===== src/hw/rtl/rau_pkg.sv =====
// ----------------------------------------------------------------------------
// rau_pkg
// Shared types and codes for the rational arithmetic unit.
// ----------------------------------------------------------------------------
`default_nettype none
package rau_pkg;
  localparam logic [1:0] KIND_ADD = 2'd0;
  localparam logic [1:0] KIND_SUB = 2'd1;
  localparam logic [1:0] KIND_MUL = 2'd2;
  localparam logic [1:0] KIND_DIV = 2'd3;

  localparam logic [1:0] ST_OK       = 2'd0;
  localparam logic [1:0] ST_ZERO_DEN = 2'd1;
  localparam logic [1:0] ST_OVERFLOW = 2'd2;

  typedef enum logic [2:0] {
    S_IDLE, S_MUL, S_SUM, S_GCD, S_DIVN, S_DIVD, S_DONE
  } back_state_t;

  typedef struct packed {
    logic [1:0]  kind;
    logic [31:0] a_num;
    logic [31:0] a_den;
    logic [31:0] b_num;
    logic [31:0] b_den;
  } req_t;

  typedef struct packed {
    logic [63:0] res_num;
    logic [63:0] res_den;
    logic [1:0]  status;
  } rsp_t;
endpackage
`default_nettype wire


===== src/hw/rtl/rau_if.sv =====
// ----------------------------------------------------------------------------
// rau_req_if / rau_rsp_if
// Valid/ready channels for requests and results.
// ----------------------------------------------------------------------------
`default_nettype none
interface rau_req_if;
  logic        valid;
  logic        ready;
  logic [1:0]  kind;
  logic [31:0] a_num;
  logic [31:0] a_den;
  logic [31:0] b_num;
  logic [31:0] b_den;
  modport source (output valid, kind, a_num, a_den, b_num, b_den, input ready);
  modport sink   (input valid, kind, a_num, a_den, b_num, b_den, output ready);
endinterface

`default_nettype wire


===== src/hw/rtl/rau_front.sv =====
// ----------------------------------------------------------------------------
// rau_front
// Accept requests, sign-extend operands and hold them in a two-entry queue.
// ----------------------------------------------------------------------------
`default_nettype none
module rau_front #(
  parameter int OPERAND_BITS = 32
) (
  input  wire logic          clk,
  input  wire logic          rst,
  rau_req_if.sink            req,
  output rau_pkg::req_t      q_data,
  output logic               q_valid,
  input  wire logic          q_pop
);
  rau_pkg::req_t mem [2];
  logic       wr_ptr, rd_ptr;
  logic [1:0] count;
  logic       push;

  function automatic logic [31:0] sx(input logic [31:0] v);
    logic [31:0] r;
    r = v;
    for (int i = OPERAND_BITS; i < 32; i++) r[i] = v[OPERAND_BITS-1];
    return r;
  endfunction

  assign req.ready = (count != 2'd2);
  assign push      = req.valid && req.ready;
  assign q_valid   = (count != 2'd0);
  assign q_data    = mem[rd_ptr];

  always_ff @(posedge clk) begin
    if (push) begin
      mem[wr_ptr] <= '{req.kind, sx(req.a_num), sx(req.a_den), sx(req.b_num), sx(req.b_den)};
    end
    if (rst) begin
      wr_ptr <= 1'b0;
      rd_ptr <= 1'b0;
      count  <= 2'd0;
    end else begin
      if (push) wr_ptr <= ~wr_ptr;
      if (q_pop) rd_ptr <= ~rd_ptr;
      count <= count + {1'b0, push} - {1'b0, q_pop};
    end
  end

  assert property (@(posedge clk) disable iff (rst) count <= 2'd2)
    else $error("queue count out of range");
  assert property (@(posedge clk) disable iff (rst) q_pop |-> q_valid)
    else $error("pop from empty queue");
  assert property (@(posedge clk) disable iff (rst) (count == 2'd2) |-> !req.ready)
    else $error("ready while full");
endmodule
`default_nettype wire


===== src/flat_wrapper.sv =====
// flat-port wrapper written by rule: the top's interface ports become plain ports
module rau_front_flat 
#(
  parameter int OPERAND_BITS = 32
)
  (clk, rst, q_data, q_valid, q_pop, req_valid, req_kind, req_a_num, req_a_den, req_b_num, req_b_den, req_ready);
  rau_req_if req_i ();
  input  wire logic clk;
  input  wire logic rst;
  output rau_pkg::req_t q_data;
  output logic q_valid;
  input  wire logic q_pop;
  input wire logic [$bits(req_i.valid)-1:0] req_valid;
  input wire logic [$bits(req_i.kind)-1:0] req_kind;
  input wire logic [$bits(req_i.a_num)-1:0] req_a_num;
  input wire logic [$bits(req_i.a_den)-1:0] req_a_den;
  input wire logic [$bits(req_i.b_num)-1:0] req_b_num;
  input wire logic [$bits(req_i.b_den)-1:0] req_b_den;
  output wire logic [$bits(req_i.ready)-1:0] req_ready;
  assign req_i.valid = req_valid;
  assign req_i.kind = req_kind;
  assign req_i.a_num = req_a_num;
  assign req_i.a_den = req_a_den;
  assign req_i.b_num = req_b_num;
  assign req_i.b_den = req_b_den;
  assign req_ready = req_i.ready;
  rau_front #(.OPERAND_BITS(OPERAND_BITS)) u_core (.clk(clk), .rst(rst), .req(req_i), .q_data(q_data), .q_valid(q_valid), .q_pop(q_pop));
endmodule

===== config.mk =====
export PLATFORM = sky130hd
export DESIGN_NAME = rau_front_flat
export DESIGN_NICKNAME = d
export VERILOG_FILES = /design/src/hw/rtl/rau_pkg.sv /design/src/hw/rtl/rau_if.sv /design/src/hw/rtl/rau_front.sv /design/src/flat_wrapper.sv
export SDC_FILE = /design/constraint.sdc
export NUM_CORES = 1
export LEC_CHECK = 0
export BUFFER_PORTS_ARGS = -buffer_cell sky130_fd_sc_hd__buf_2
export CAP_MARGIN = 10
export CORE_MARGIN = 2
export CORE_UTILIZATION = 30
export CTS_CLUSTER_SIZE = 20
export DETAILED_ROUTE_END_ITERATION = 6
export GPL_ROUTABILITY_DRIVEN = 0
export PLACE_DENSITY = 0.48
export SYNTH_ARGS = -nofsm -noshare
export SYNTH_HDL_FRONTEND = slang
export SYNTH_SLANG_ARGS = --single-unit

===== constraint.sdc =====
create_clock -name clk -period 12.4 [get_ports clk]
set_clock_uncertainty 0.2 [all_clocks]
set_input_delay 2.48 -clock clk [delete_from_list [all_inputs] [get_ports clk]]
set_output_delay 2.48 -clock clk [all_outputs]
set_load 0.05 [all_outputs]

==> summary.txt <==
Pwr
  • Leakage: 4.52 nW
  • PwrDens: 190 mW/mm^2
  • Peak supply drop: 0.000110 V

Yosys
  • Async S/R FF share, synth: 0
  • Compound-Gate Fraction of Synth Area: 0.00287
  • Mapped Cells: 430
  • Post-Syn Area: 0.00961 mm^2
  • Synth top area share: 0.813
  • Post-synthesis adder-cell area fraction: 0.00130
  • Post-Syn Nets: 565
  • Main combinational cell family by area after synthesis: multiplexers
  • Syn_area_per_cell: 22.3 um^2
  • Yosys cell types: 21
  • Largest area contributor in the netlist: edfxtp_1
  • Post-synthesis sequential area ratio: 0.823
  • Flops & latches, synth: 265
  • Number of synthesized flops with an enable pin: 260
  • Synth top area cells: edfxtp_1, mux2_2, dfxtp_1, buf_4, buf_2
  • Commonest cells post-synth: edfxtp_1, mux2_2, buf_4
  • Top_reg_cell synth: edfxtp_1
  • Yosys Warn Count: 0
  • Most instantiated library cell after synthesis: edfxtp_1
  • Post-synthesis simple-gate area fraction: 0.00625
  • Post-Synth XOR/XNOR Area: 0.000912
  • Mux cell area share after synthesis: 0.155

Placement
  • DP Worst Slack: 7.16 ns
  • HPWL Detailed: 12900 um
  • Port buffer count: 265
  • Post-Place Cell Area: 0.0114 mm^2

STA
  • WHS: 0.315 ns
  • RSZ-0062 raised after global routing: no
  • Slew HR: 0.243
  • Setup tns final: 0 ns
  • Final Cycle Share: 0.460
  • Setup WS post-layout: 6.70 ns
  • Worst-Margin Slew: 1.13 ns
  • Fin. max-slew vios: 0
  • Period minus WS final: 5.70 ns
  • Endpoints failing setup: 0
  • Max frequency: 175 MHz
  • Hold Vio Cnt, Final: 0

Final layout
  • Fill cells: 2937
  • Fin area: 0.0123 mm^2
  • P&R area growth vs syn: 28.1%
  • Share of layout cells above drive strength 1: 0.602
  • Final net count: 850
  • Fin util: 0.390

Critical path
  • CP max stage cell: dfxtp_4
  • CP startpoint kind: register
  • Critical path cell sequence: buf_4, mux2_2, buf_2
  • CP arrival: 3.02 ns
  • CP Capture Type: primary output
  • Highest net fanout along the worst path: 81
  • Top delay family on crit path: flip-flops
  • CP required: 9.72 ns
  • CP peak stage delay: 1.09 ns
  • CP Buf/Inv Count: 2
  • Worst Setup Path Type: register to primary output

Floorplan
  • Die H: 183 um
  • Die Area: 0.0335 mm^2
  • IO Count: 266
  • DIE WIDTH: 183 um
  • Initial Util: 0.304
  • Core area: 0.0316 mm^2
  • FP Rows: 65

Hold path
  • Hold Crit Class: register to register

Clocking
  • CTS Sinks: 265
  • Num CTS Buffers: 29
  • TritonCTS clock tree: done
  • Cts hold-fix bufs: 0
  • Worst-path clk slew: 0.06 ns
  • CTS H-tree depth: 1
  • Root Driver: clkbuf_16
  • CTS resizes: 0
  • Worst-Skew Late Latency: 0.55 ns
  • CTS max path bufs: 3
  • Setup repair bufs after CTS: 0

Routing
  • Via/cell ratio: 4.32
  • Drt pass-1 iters: 4
  • Initial drt markers: 209
  • DRC Markers: 0
  • WL final: 20200 um
  • Drt wl/cell: 17.7 um
  • Vias: 4927
  • Post-DRT Antenna Nets: 0

Global routing
  • Gr ovfl total: 0
  • First-pass GRT wire length: 30100 um
  • Pin count of the biggest net entering global routing: 82
  • Initial antenna violation count: 7
  • Gr usage total: 0.115
  • Vias in the first global route: 5422

Outcome
  • Status: finished clean

Flow run
  • Max cap viols: 0
worst register-to-register path: stages, from the launching register on:
cell and delay [ns]:
dfxtp_1 0.36, nand2b_1 0.25, and3_4 0.78, buf_4 0.96
logic make-up after synthesis:
kind of cell               after synthesis
xor gates and xnor gates                 1
and+or+nand+nor                         11
muxes                                  132
adders and majority gates                1
DFF                                    265
AOI/OAI and AO/OA                        4
buffers and inverters                   16
state kept, by name, summed over array words and instances (netlist names), named ones only:
| signal | flops |
|---|---|
| u_core.wr_ptr | 1 |
| u_core.mem | 260 |
| u_core.rd_ptr | 1 |
| u_core.count | 2 |
per-layer routing:
| layer | GRT usage | wire length (um) |
|---|---|---|
| met1 | 0.138 | 8170 |
| met2 | 0.187 | 9330 |
| met3 | 0.0528 | 2020 |
| met4 | 0.0342 | 592 |
| met5 | 0 | 50 |
per-stage QoR:
step                      cells  power (mW)
after floorplan             430        1.42
after global placement     1086        1.52
after detailed placement   1086        1.53
after CTS                  1138        2.38
after global routing       1140        2.43
final                      1141        2.33
layout by cell type (no fill, tap or decap), drive strengths merged:
| cell type | count |
|---|---|
| buf | 268 |
| nand3b | 1 |
| a21oi | 2 |
| a21o | 1 |
| or2 | 1 |
| clkbuf | 36 |
| dfxtp | 5 |
| diode | 3 |
| clkinv | 10 |
| and2b | 1 |
| ha | 1 |
| nand3 | 1 |
| clkinvlp | 1 |
| nor2 | 3 |
| a21bo | 1 |
| edfxtp | 260 |
| mux2i | 1 |
| nand2b | 1 |
| and3 | 1 |
| nor2b | 1 |
| mux2 | 131 |
| bufinv | 3 |
| xnor2 | 1 |
| inv | 4 |
| nand2 | 1 |
cell type report:
cell class	instances	area (um^2)	share of cell area
sequential	265	7910	0.643
multi-input combinational	149	1600	0.130
timing repair buffer	268	1350	0.110
clock buffer	36	752	0.0611
tap	402	503	0.0409
clock inverter	16	173	0.0140
inverter	2	12.5	0.00102
antenna	3	7.51	0.000610
where the power goes:
group	internal [mW]	switching, mW
clock	0.493	0.339
combinational	0.110	0.300
sequential	1.07	0.0255
total	1.67	0.665
worst paths after layout:
kind	startpoint	end	slack [ns]	depth (start not counted)
hold / removal	u_core.rd_ptr	u_core.rd_ptr	0.31	2
setup / recovery	register	q_data[26]	6.70	3
hold reg to reg	u_core.rd_ptr	u_core.rd_ptr	0.31	2
setup reg to reg	u_core.count[0]	u_core.mem[1][43]	9.37	3
(Power assumes the default switching activity.)
